## src/rtl/core/skvt_pkg.sv

```systemverilog
// Package for the sorted key/datum table: operation and status codes, defaults.
// No dependencies.
`timescale 1ns / 1ps
package skvt_pkg;

    localparam int ENTRIES_DEFAULT    = 16;
    localparam int DATUM_BITS_DEFAULT = 32;
    localparam int KEY_BITS           = 32;
    localparam int PORT_DATUM_BITS    = 32;

    typedef enum logic [2:0] {
        OP_INSERT = 3'd0,
        OP_REMOVE = 3'd1,
        OP_FIND   = 3'd2,
        OP_FIRST  = 3'd3,
        OP_NEXT   = 3'd4,
        OP_CLEAR  = 3'd5
    } op_t;

    typedef enum logic [1:0] {
        ST_OK        = 2'd0,
        ST_FULL      = 2'd1,
        ST_NOT_FOUND = 2'd2,
        ST_CURSOR    = 2'd3
    } status_t;

endpackage

```

## src/rtl/core/skvt_req_if.sv

```systemverilog
// Request channel interface of the sorted key/datum table.
// Depends on skvt_pkg.
`timescale 1ns / 1ps
interface skvt_req_if
    import skvt_pkg::*;
();
    logic        valid;
    logic        ready;
    logic [2:0]  mode;
    logic signed [KEY_BITS-1:0] key_in;
    logic [PORT_DATUM_BITS-1:0] datum_in;

    modport source (output valid, mode, key_in, datum_in, input ready);
    modport sink   (input valid, mode, key_in, datum_in, output ready);
endinterface

```

## src/rtl/core/skvt_rsp_if.sv

```systemverilog
// Result channel interface of the sorted key/datum table.
// Depends on skvt_pkg.
`timescale 1ns / 1ps
interface skvt_rsp_if
    import skvt_pkg::*;
();
    logic        valid;
    logic        ready;
    logic [1:0]  status;
    logic        cursor_valid;
    logic signed [KEY_BITS-1:0] cur_key;
    logic [PORT_DATUM_BITS-1:0] cur_datum;
    logic [4:0]  entry_count;

    modport source (output valid, status, cursor_valid, cur_key, cur_datum,
                    entry_count, input ready);
    modport sink   (input valid, status, cursor_valid, cur_key, cur_datum,
                    entry_count, output ready);
endinterface

```

## src/rtl/core/sorted_key_value_table.sv

```systemverilog
// Sorted key/datum table with a cursor, kept in one synchronous memory.
// Depends on skvt_pkg, skvt_req_if and skvt_rsp_if.
//
//   channel | dir | payload
//   req     | in  | mode, key_in, datum_in
//   rsp     | out | status, cursor_valid, cur_key, cur_datum, entry_count
//
// One request is handled at a time. A search reads entries one a cycle from
// index zero until the first key not below the request key; an insert or
// remove then shifts the tail one entry at a time (read, then write), and a
// final read fetches the cursor entry. All reads and writes go through the
// single memory port; the longest operation is an insert at the front of a
// table holding ENTRIES-1 entries.
// Reset clears count and cursor; stored entries stay undefined until written.
// The result sits in an output register until taken; a new request is taken
// in the cycle after it is.
`timescale 1ns / 1ps
module sorted_key_value_table
    import skvt_pkg::*;
#(
    parameter int ENTRIES    = ENTRIES_DEFAULT,
    parameter int DATUM_BITS = DATUM_BITS_DEFAULT
) (
    input  logic       clk,
    input  logic       rst_n,
    skvt_req_if.sink   req,
    skvt_rsp_if.source rsp
);
    localparam int IW = $clog2(ENTRIES);
    localparam int CW = $clog2(ENTRIES + 1);
    localparam int MW = KEY_BITS + DATUM_BITS;

    typedef enum logic [7:0] {
        S_IDLE   = 8'b0000_0001,
        S_SEARCH = 8'b0000_0010,
        S_DECIDE = 8'b0000_0100,
        S_SHRD   = 8'b0000_1000,
        S_SHWR   = 8'b0001_0000,
        S_PUT    = 8'b0010_0000,
        S_CURRD  = 8'b0100_0000,
        S_DONE   = 8'b1000_0000
    } state_t;

    // Table storage: key in the upper bits, datum below.
    logic [MW-1:0] mem [ENTRIES];
    logic [MW-1:0] rd_data_reg;
    logic          rd_en;
    logic [IW-1:0] rd_addr;
    logic          wr_en;
    logic [IW-1:0] wr_addr;
    logic [MW-1:0] wr_data;

    always_ff @(posedge clk)
    begin
        if (wr_en)
        begin
            mem[wr_addr] <= wr_data;
        end
        if (rd_en)
        begin
            rd_data_reg <= mem[rd_addr];
        end
    end

    state_t        state_reg, state_next;
    logic [CW-1:0] count_reg, count_next;
    logic [IW-1:0] cur_reg, cur_next;
    logic          live_reg, live_next;
    logic [CW-1:0] pos_reg, pos_next;     // search index
    logic [CW-1:0] sh_reg, sh_next;       // shift index
    logic [2:0]    mode_reg;
    logic signed [KEY_BITS-1:0] key_reg;
    logic [DATUM_BITS-1:0] datum_reg;
    logic [1:0]    status_reg, status_next;
    logic          ovalid_reg, ovalid_next;
    logic          hit_reg, hit_next;

    logic signed [KEY_BITS-1:0] rd_key;
    logic [DATUM_BITS-1:0]      rd_datum;
    assign rd_key   = rd_data_reg[MW-1 -: KEY_BITS];
    assign rd_datum = rd_data_reg[DATUM_BITS-1:0];

    logic take;
    assign req.ready = (state_reg == S_IDLE) && !ovalid_reg;
    assign take      = req.valid && req.ready;

    // Result register outputs.
    assign rsp.valid        = ovalid_reg;
    assign rsp.status       = status_reg;
    assign rsp.cursor_valid = live_reg;
    assign rsp.cur_key      = live_reg ? rd_key : '0;
    assign rsp.cur_datum    = live_reg ? PORT_DATUM_BITS'({{64{1'b0}}, rd_datum}) : '0;
    assign rsp.entry_count  = 5'(count_reg);

    // Sequencer.
    always_comb
    begin
        state_next  = state_reg;
        count_next  = count_reg;
        cur_next    = cur_reg;
        live_next   = live_reg;
        pos_next    = pos_reg;
        sh_next     = sh_reg;
        status_next = status_reg;
        ovalid_next = ovalid_reg;
        hit_next    = hit_reg;
        rd_en       = 1'b0;
        rd_addr     = '0;
        wr_en       = 1'b0;
        wr_addr     = '0;
        wr_data     = {key_reg, datum_reg};
        if (rsp.valid && rsp.ready)
        begin
            ovalid_next = 1'b0;
        end
        unique case (state_reg)
            S_IDLE:
            begin
                if (take)
                begin
                    status_next = ST_OK;
                    pos_next    = '0;
                    state_next  = S_SEARCH;
                end
            end
            S_SEARCH:
            begin
                // Check the entry read last cycle (pos_reg-1), then read pos_reg.
                if (pos_reg != '0 && rd_key >= key_reg)
                begin
                    pos_next   = pos_reg - 1'b1;
                    hit_next   = (rd_key == key_reg);
                    state_next = S_DECIDE;
                end
                else if (pos_reg == count_reg)
                begin
                    hit_next   = 1'b0;
                    state_next = S_DECIDE;
                end
                else
                begin
                    rd_en    = 1'b1;
                    rd_addr  = pos_reg[IW-1:0];
                    pos_next = pos_reg + 1'b1;
                end
            end
            S_DECIDE:
            begin
                state_next = S_CURRD;
                unique case (mode_reg)
                    OP_INSERT:
                    begin
                        live_next = 1'b0;
                        cur_next  = '0;
                        if (hit_reg)
                        begin
                            state_next = S_PUT;
                        end
                        else if (count_reg == CW'(ENTRIES))
                        begin
                            status_next = ST_FULL;
                        end
                        else
                        begin
                            sh_next    = count_reg;
                            count_next = count_reg + 1'b1;
                            state_next = (count_reg == pos_reg) ? S_PUT : S_SHRD;
                        end
                    end
                    OP_REMOVE:
                    begin
                        if (!hit_reg)
                        begin
                            status_next = ST_NOT_FOUND;
                        end
                        else
                        begin
                            count_next = count_reg - 1'b1;
                            sh_next    = pos_reg;
                            if (live_reg && CW'(cur_reg) == pos_reg)
                            begin
                                live_next = 1'b0;
                                cur_next  = '0;
                            end
                            else if (live_reg && CW'(cur_reg) > pos_reg)
                            begin
                                cur_next = cur_reg - 1'b1;
                            end
                            state_next = (pos_reg + 1'b1 < count_reg) ? S_SHRD : S_CURRD;
                        end
                    end
                    OP_FIND:
                    begin
                        live_next = hit_reg;
                        cur_next  = hit_reg ? pos_reg[IW-1:0] : '0;
                        if (!hit_reg)
                        begin
                            status_next = ST_NOT_FOUND;
                        end
                    end
                    OP_FIRST:
                    begin
                        cur_next  = '0;
                        live_next = (count_reg != '0);
                    end
                    OP_NEXT:
                    begin
                        if (!live_reg)
                        begin
                            status_next = ST_CURSOR;
                        end
                        else if (CW'(cur_reg) + 1'b1 < count_reg)
                        begin
                            cur_next = cur_reg + 1'b1;
                        end
                        else
                        begin
                            live_next = 1'b0;
                            cur_next  = '0;
                        end
                    end
                    OP_CLEAR:
                    begin
                        count_next = '0;
                        live_next  = 1'b0;
                        cur_next   = '0;
                    end
                    default:
                    begin
                    end
                endcase
            end
            S_SHRD:
            begin
                // Insert moves entry sh-1 up; remove moves entry sh+1 down.
                rd_en      = 1'b1;
                rd_addr    = (mode_reg == OP_INSERT) ? IW'(sh_reg - 1'b1)
                                                     : IW'(sh_reg + 1'b1);
                state_next = S_SHWR;
            end
            S_SHWR:
            begin
                wr_en   = 1'b1;
                wr_addr = sh_reg[IW-1:0];
                wr_data = rd_data_reg;
                if (mode_reg == OP_INSERT)
                begin
                    sh_next    = sh_reg - 1'b1;
                    state_next = (sh_reg - 1'b1 == pos_reg) ? S_PUT : S_SHRD;
                end
                else
                begin
                    sh_next    = sh_reg + 1'b1;
                    state_next = (sh_reg + 1'b1 < count_reg) ? S_SHRD : S_CURRD;
                end
            end
            S_PUT:
            begin
                wr_en      = 1'b1;
                wr_addr    = pos_reg[IW-1:0];
                state_next = S_CURRD;
            end
            S_CURRD:
            begin
                rd_en      = 1'b1;
                rd_addr    = cur_reg;
                state_next = S_DONE;
            end
            S_DONE:
            begin
                ovalid_next = 1'b1;
                state_next  = S_IDLE;
            end
            default:
            begin
                state_next = S_IDLE;
            end
        endcase
    end

    always_ff @(posedge clk or negedge rst_n)
    begin
        if (!rst_n)
        begin
            state_reg  <= S_IDLE;
            count_reg  <= '0;
            cur_reg    <= '0;
            live_reg   <= 1'b0;
            pos_reg    <= '0;
            sh_reg     <= '0;
            status_reg <= ST_OK;
            ovalid_reg <= 1'b0;
            hit_reg    <= 1'b0;
        end
        else
        begin
            state_reg  <= state_next;
            count_reg  <= count_next;
            cur_reg    <= cur_next;
            live_reg   <= live_next;
            pos_reg    <= pos_next;
            sh_reg     <= sh_next;
            status_reg <= status_next;
            ovalid_reg <= ovalid_next;
            hit_reg    <= hit_next;
        end
    end

    // Request payload capture.
    always_ff @(posedge clk)
    begin
        if (take)
        begin
            mode_reg  <= req.mode;
            key_reg   <= req.key_in;
            datum_reg <= DATUM_BITS'({{64{1'b0}}, req.datum_in});
        end
    end

endmodule

```

## src/flat_wrapper.sv

```systemverilog
// flat-port wrapper written by rule: the top's interface ports become plain ports
module sorted_key_value_table_flat import skvt_pkg::*;
#(
    parameter int ENTRIES    = ENTRIES_DEFAULT,
    parameter int DATUM_BITS = DATUM_BITS_DEFAULT
)
  (clk, rst_n, req_valid, req_mode, req_key_in, req_datum_in, req_ready, rsp_valid, rsp_status, rsp_cursor_valid, rsp_cur_key, rsp_cur_datum, rsp_entry_count, rsp_ready);
  skvt_req_if req_i ();
  skvt_rsp_if rsp_i ();
  input  logic clk;
  input  logic rst_n;
  input wire logic [$bits(req_i.valid)-1:0] req_valid;
  input wire logic [$bits(req_i.mode)-1:0] req_mode;
  input wire logic [$bits(req_i.key_in)-1:0] req_key_in;
  input wire logic [$bits(req_i.datum_in)-1:0] req_datum_in;
  output wire logic [$bits(req_i.ready)-1:0] req_ready;
  output wire logic [$bits(rsp_i.valid)-1:0] rsp_valid;
  output wire logic [$bits(rsp_i.status)-1:0] rsp_status;
  output wire logic [$bits(rsp_i.cursor_valid)-1:0] rsp_cursor_valid;
  output wire logic [$bits(rsp_i.cur_key)-1:0] rsp_cur_key;
  output wire logic [$bits(rsp_i.cur_datum)-1:0] rsp_cur_datum;
  output wire logic [$bits(rsp_i.entry_count)-1:0] rsp_entry_count;
  input wire logic [$bits(rsp_i.ready)-1:0] rsp_ready;
  assign req_i.valid = req_valid;
  assign req_i.mode = req_mode;
  assign req_i.key_in = req_key_in;
  assign req_i.datum_in = req_datum_in;
  assign req_ready = req_i.ready;
  assign rsp_valid = rsp_i.valid;
  assign rsp_status = rsp_i.status;
  assign rsp_cursor_valid = rsp_i.cursor_valid;
  assign rsp_cur_key = rsp_i.cur_key;
  assign rsp_cur_datum = rsp_i.cur_datum;
  assign rsp_entry_count = rsp_i.entry_count;
  assign rsp_i.ready = rsp_ready;
  sorted_key_value_table #(.ENTRIES(ENTRIES), .DATUM_BITS(DATUM_BITS)) u_core (.clk(clk), .rst_n(rst_n), .req(req_i), .rsp(rsp_i));
endmodule
```

## config.mk

```make
export PLATFORM = sky130hd
export DESIGN_NAME = sorted_key_value_table_flat
export DESIGN_NICKNAME = d
export VERILOG_FILES = /design/src/rtl/core/skvt_pkg.sv /design/src/rtl/core/skvt_req_if.sv /design/src/rtl/core/skvt_rsp_if.sv /design/src/rtl/core/sorted_key_value_table.sv /design/src/flat_wrapper.sv
export SDC_FILE = /design/constraint.sdc
export NUM_CORES = 1
export LEC_CHECK = 0
export ABC_AREA = 1
export BUFFER_PORTS_ARGS = -buffer_cell sky130_fd_sc_hd__clkbuf_2
export CORE_AREA = 2 2 325 327
export CTS_CLUSTER_SIZE = 10
export DETAILED_ROUTE_END_ITERATION = 8
export DIE_AREA = 0 0 327 329
export PLACE_DENSITY_LB_ADDON = 0.3
export SLEW_MARGIN = 20
export SYNTH_ARGS = -nofsm -noshare
export SYNTH_HDL_FRONTEND = slang
export SYNTH_SLANG_ARGS = --single-unit
export TNS_END_PERCENT = 20
```

## constraint.sdc

```tcl
create_clock -name clk -period 9 [get_ports clk]
set_input_delay 1.8 -clock clk [delete_from_list [all_inputs] [get_ports clk]]
set_output_delay 1.8 -clock clk [all_outputs]
set_load 0.02 [all_outputs]
```

==> flow_metrics.py, run 1 <==
metrics = {
    "clock_tree": {
        "cts_resized": 0,
        "ctsHoldBuffers": 0,
        "cts_root_buffer": "clkbuf_16",
        "post-cts-setup-buffers": 0,
        "clk_latency_ns": 0.75,
        "cts_htree_levels": 4,
        "path_clk_slew_ns": 0.05,
        "cts_tree": "done",
        "cts.sinks": 1187,
        "numCtsBuffers": 140,
        "clockBufferDepth": 3,
    },
    "grt": {
        "grt_pass1_vias": 35500,
        "grt_start_max_net_pins": 192,
        "met1_usage_pct": 34.1,
        "met3_usage_pct": 4.03,
        "grt_util_met2_pct": 42.4,
        "grt_use_total_pct": 25.5,
        "grt_pass1_wl_um": 209000,
        "grt_overflow_total": 0,
        "antenna_found_initial": 1,
        "top_usage_layer": "met2",
    },
    "timing": {
        "slew_viol_final": 0,
        "fmax_mhz": 157,
        "final_hold_viol_count": 0,
        "rsz0062_at_grt": "false",
        "slew_headroom_pct": 21.5,
        "setup_viol": 0,
        "holdWs_ns": 0.494,
        "fin_skew_ns": 0.0322,
        "worst_slew_pin_slew_ns": 1.18,
        "post-route-min-period_ns": 6.39,
        "tns_ns": 0,
        "finalCritPeriodShare_pct": 71.0,
    },
    "detailed_routing": {
        "wirelength_um": 138000,
        "ant_nets": 0,
        "wl_per_cell_um": 21.1,
        "first_pass_iters": 7,
        "vias": 37100,
        "viasPerCell": 5.66,
        "drcViolationCount": 0,
        "drt_iter0_drc": 4539,
    },
    "yosys": {
        "synthFlopType": "edfxtp_1",
        "synth_area_leader_cell": "edfxtp_1",
        "ys_warn_count": 0,
        "yosys.cell_types.count": 52,
        "netlist.area_leader.share_pct": 64.6,
        "syn_area_um2": 53700,
        "synth-async-reset-ratio_pct": 2.70,
        "synth_fp_nets": 5167,
        "syn-instance-count": 5037,
        "ys_ff_latch": 1187,
        "ys_top_cells_by_area": "edfxtp_1 65%, nand3_1 11%, nand2_1 6.8%",
        "ys_seq_area_share_pct": 66.1,
        "synth_enable_flop_cells": 1155,
        "avgSynthCellArea_um2": 10.7,
    },
    "die": {
        "core_um2": 104000,
        "die_width_um": 327,
        "rows": 119,
        "io_pins": 145,
        "die_area_um2": 108000,
        "start_util_pct": 51.4,
        "fp.dieH_um": 329,
    },
    "pwr": {
        "combPwrFrac_pct": 13.1,
        "clock_power_share_pct": 37.0,
        "p_int_mw": 9.90,
        "power_frac_seq_pct": 50.0,
        "vdd_drop_max_mv": 0.220,
        "swShare_pct": 26.3,
        "p_sw_mw": 3.54,
        "leakagePower_nw": 24.4,
        "p_per_area_nw_per_um2": 226,
    },
    "job": {
        "cap_violations": 0,
    },
    "place": {
        "place_hpwl_um": 67300,
        "io_buffers": 144,
        "routabilityCongestion": 0.820,
    },
    "final_layout": {
        "layout.nets": 5244,
        "drive_gt1_share_pct": 8.55,
        "syn_to_final_growth_pct": 10.7,
        "antenna_cells": 0,
        "largest_register_ffs": 1024,
    },
    "outcome": {
        "status": "finished, final reports clean",
    },
    "setup_path": {
        "crit_fanout": 98,
        "cp.arrival_ns": 6.87,
        "cp-end-kind": "flip-flop",
        "start_kind": "flip-flop",
        "cp.required_ns": 9.48,
        "worstSetupPathType": "flip-flop to flip-flop",
    },
    "min_path": {
        "hp-class": "flip-flop to flip-flop",
    },
}
## cell usage after synthesis, types with 4 or more instances
master	count
a21oi_1	26
a31oi_1	6
a32oi_1	4
buf_1	55
buf_2	159
buf_4	44
buf_6	4
clkbuf_1	32
dfrtp_1	31
edfxtp_1	1155
ha_1	58
inv_1	874
inv_2	10
nand2_1	976
nand3_1	1176
nand3b_1	202
nand4_1	10
nor2_1	65
nor3_1	4
o2111ai_1	4
o211ai_1	6
o21a_1	4
o21ai_0	59
o22ai_1	11
xnor2_1	4
xor2_1	21
## cells in the final DEF (no fill, tap or decap), drive strengths merged
cell,count
o21bai,1
clkinv,18
inv,893
dfrtp,31
a21oi,26
or2,1
a31oi,6
nand3b,202
a2111o,1
a2111oi,2
nor4,6
fa,1
a21o,1
o221ai,2
nand4,10
xor2,21
a32oi,4
o311ai,1
nand2,978
o21ai,59
buf,85
xnor2,4
mux2,1
o21a,4
dfstp,1
nor3b,2
a211oi,2
clkbuf,304
nor2,66
o2111ai,4
mux2i,1
ha,58
edfxtp,1155
o211ai,6
o22ai,12
o31ai,1
nor3,4
a221oi,1
nand3,1178
o32ai,3
## worst max-delay path, stage by stage (launching register included)
cell      delay [ns]
edfxtp_1        0.42
ha_1            0.51
nand2_1         0.20
nor2_1          0.18
nand4_1         0.24
nor3b_2         0.61
nand4_1         0.29
nand3_2         0.23
nand2_4         0.12
nand3_4         0.12
buf_4           0.76
buf_4           0.98
buf_4           0.75
nand3_1         0.16
nand3_1         0.13
nand3_1         0.09
nand3_1         0.12
nand2_1         0.11
## worst paths after layout
check	startpoint	slack, ns	cells after the start	endpoint
max in group asynchronous	rst_n	7.16	1	u_core.rsp.cursor_valid
min	u_core.rsp.status[0]	0.49	2	u_core.rsp.status[0]
min reg2reg	u_core.rsp.status[0]	0.49	2	u_core.rsp.status[0]
min in group asynchronous	rst_n	1.16	1	u_core.rsp.valid
max reg2reg	u_core.rd_data_reg[63]	2.61	17	u_core.rd_data_reg[42]
max	u_core.rd_data_reg[63]	2.61	17	u_core.rd_data_reg[42]
## routing by layer
metal / routed length (µm) / vias to the layer above
li1: - / 17100
met1: 54900 / 17900
met2: 66900 / 1797
met3: 12200 / 281
met4: 4210 / 0
met5: 0 / -
## power by group through the flow
stage / Sequential, mW / Combinational, mW / Clock [mW]
final: 6.72 / 1.76 / 4.97
after detailed placement: 6.82 / 1.73 / 0
after floorplan: 6.78 / 1.16 / 0
after global placement: 6.82 / 1.69 / 0
after global routing: 6.73 / 1.95 / 5.25
after CTS: 6.71 / 1.74 / 5.03
## stage by stage
step                worst slack, ns  instances  power, mW  utilization (%)  instance area, µm²
floorplan                      1.15       5037       7.95                -               53700
global placement               2.78       6362       8.51             53.2               55500
detailed placement             2.75       6362       8.55             53.2               55500
CTS                            2.73       6546       13.5             56.9               59400
global route                   2.36       6547       13.9             56.9               59400
finish                         2.61       6547       13.4             56.9               59400
## logic make-up after synthesis
logic type,share of synthesized area (%)
xor+xnor,0.408
compound gates,1.53
buf+inv,9.00
flops,66.1
simple gates,21.5
mux,0.0396
fa+ha+maj,1.39
## final cells by class
| type | count | area (µm²) |
|---|---|---|
| clock buffers | 160 | 3640 |
| fillers | 8466 | 45000 |
| flip-flops and latches | 1187 | 35500 |
| inverters | 887 | 3350 |
| well taps | 1391 | 1740 |
| clock inverters | 24 | 225 |
| repair buffers | 229 | 1430 |
| multi-input cells | 2669 | 13500 |
Power figures use the tool's default switching activity.
==> inputs of run 2 (changes only) <==
- clock period: 9 -> 6.2 ns (I/O delays scaled with it)
==> run 2 against run 1 <==
First-iteration DRC count increased by 2.5%. Total power grew 47%. Critical path depth shrank 1. Clock skew down 0.0027 ns. Combinational power up 48%. Global-route usage grew 0.55 points. Fmax rose by 16%.
==> flow_metrics.py, run 2 (synthesized netlist as in run 1, its figures left out) <==
metrics = {
    "min_path": {
        "hp-class": "flip-flop to flip-flop",
        "min_from": "u_core.rsp.status[0]",
    },
    "die": {
        "die_width_um": 327,
        "start_util_pct": 51.4,
        "die_area_um2": 108000,
        "fp.dieH_um": 329,
        "core_um2": 104000,
        "io_pins": 145,
        "rows": 119,
    },
    "clock_tree": {
        "cts_resized": 0,
        "numCtsBuffers": 141,
        "cts.sinks": 1187,
        "path_clk_slew_ns": 0.05,
        "cts_tree": "done",
        "post-cts-setup-buffers": 0,
        "cts_root_buffer": "clkbuf_16",
        "ctsHoldBuffers": 0,
        "clk_latency_ns": 0.75,
        "cts_htree_levels": 4,
        "clockBufferDepth": 3,
    },
    "final_layout": {
        "filler_cell_count": 8483,
        "final_area_um2": 59800,
        "multi_input_area_um2": 13500,
        "syn_to_final_growth_pct": 11.4,
        "layout.nets": 5264,
        "largest_register_ffs": 1024,
        "final_cell_mix": "1,176 x nand3_1, 1,155 x edfxtp_1, 971 x nand2_1, 873 x inv_1, 202 x nand3b_1",
        "drive_gt1_share_pct": 8.85,
        "regArea_um2": 35500,
        "final_common_cell": "nand3_1",
    },
    "grt": {
        "grt_pass1_wl_um": 214000,
        "grt_use_total_pct": 26.1,
        "grt_pass1_vias": 35800,
        "grt_overflow_total": 0,
        "antenna_found_initial": 2,
        "grt_start_max_net_pins": 209,
    },
    "detailed_routing": {
        "wirelength_um": 141000,
        "viasPerCell": 5.66,
        "drcViolationCount": 0,
        "vias": 37200,
        "first_pass_iters": 7,
        "wl_per_cell_um": 21.5,
        "ant_nets": 0,
        "drt_iter0_drc": 4653,
    },
    "pwr": {
        "p_per_area_nw_per_um2": 330,
        "leakagePower_nw": 24.6,
        "vdd_drop_max_mv": 0.281,
    },
    "setup_path": {
        "worst-path-buf-inv": 2,
        "crit_slowest_cell": "inv_8",
        "crit_start": "u_core.rd_data_reg[63]",
        "start_kind": "flip-flop",
        "cp-end-kind": "flip-flop",
        "critical_path.max_stage_delay_ns": 0.61,
        "crit_family": "simple AND/OR/NAND/NOR gates",
        "crit_path_frequent_cell": "nand3_1",
        "worstPathCellList": "ha_1, nand2_1, nor2_1, nand4_1, nor3b_2, nand4_1, nand3_2, nand2_4, nand3b_1, nand2_4, inv_8, buf_12, nand3_1, nand3_1, nand3_1, nand2_1",
        "cp.required_ns": 6.79,
        "cp.arrival_ns": 6.11,
        "worstSetupPathType": "flip-flop to flip-flop",
        "r2r_start": "u_core.rd_data_reg[63]",
        "crit_fanout": 98,
    },
    "place": {
        "io_buffers": 144,
        "placed_area_um2": 55800,
        "place_hpwl_um": 70600,
        "routabilityCongestion": 0.848,
    },
    "timing": {
        "slew_headroom_pct": 25.2,
        "finalCritPeriodShare_pct": 89.1,
        "setup_viol": 0,
        "slew_viol_final": 0,
        "tns_ns": 0,
        "rsz0062_at_grt": "false",
        "fin_skew_ns": 0.0295,
        "fmax_mhz": 181,
        "post-route-min-period_ns": 5.52,
        "worst_slew_pin_slew_ns": 1.12,
        "final_hold_viol_count": 0,
    },
    "job": {
        "cap_violations": 0,
    },
    "outcome": {
        "status": "finished, final reports clean",
    },
}
## run 2: changes by cell type in the layout (fill, tap and decap cells not counted), moves of 2 or more
| cell | change |
|---|---|
| clkinv_1 | -3 |
| clkinv_8 | -2 |
| buf_4 | +5 |
| o21ai_2 | -2 |
| buf_12 | +15 |
| clkbuf_8 | -2 |
| clkbuf_16 | +3 |
| clkbuf_1 | +6 |
| o21ai_0 | +3 |
## run 2: layout make-up
class | instances | area share [%]
sequential | 1187 | 59.4
multi-input combinational | 2669 | 22.6
clock buffer | 167 | 6.21
inverter | 887 | 5.61
tap | 1391 | 2.91
timing repair buffer | 248 | 2.91
clock inverter | 20 | 0.396
antenna | 1 | 0.00419
## run 2: worst min-delay path, stage by stage (launching register included)
cell	delay (ns)
dfrtp_1	0.35
nand2_1	0.05
o21ai_0	0.06
## run 2: layer usage
layer	track usage [%]	up-vias	wire [µm]
li1	-	17100	-
met1	35.6	18100	57700
met2	43.2	1728	67700
met3	3.80	274	11900
met4	8.69	0	3810
met5	0	-	0
## run 2: metrics by stage
stage / util (%) / hold WS [ns] / setup slack [ns] / power (mW) / instances
6_report: 57.3 / 0.498 / 0.678 / 19.7 / 6570
5_1_grt: 57.3 / 0.527 / 0.509 / 20.4 / 6570
4_1_cts: 57.3 / 0.502 / 0.805 / 19.8 / 6569
3_5_place_dp: 53.5 / 0.494 / 0.881 / 12.5 / 6382
3_3_place_gp: 53.5 / 0.473 / 0.877 / 12.4 / 6381
2_1_floorplan: - / 0.461 / 1.38 / 11.5 / 5037
## run 2: where the power goes
part	total, mW	internal (mW)	switching [mW]
clock network	7.32	4.24	3.08
logic	2.60	0.719	1.88
registers	9.78	9.53	0.245
## run 2: final timing paths
path,end,slack (ns),depth (start not counted)
max in group asynchronous,u_core.rsp.cursor_valid,4.96,1
worst max register to register,u_core.rd_data_reg[46],0.68,16
worst min-delay path,u_core.rsp.status[0],0.50,2
min in group asynchronous,u_core.cur_reg[0],0.60,1
worst max-delay path,u_core.rd_data_reg[46],0.68,16
worst min register to register,u_core.rsp.status[0],0.50,2
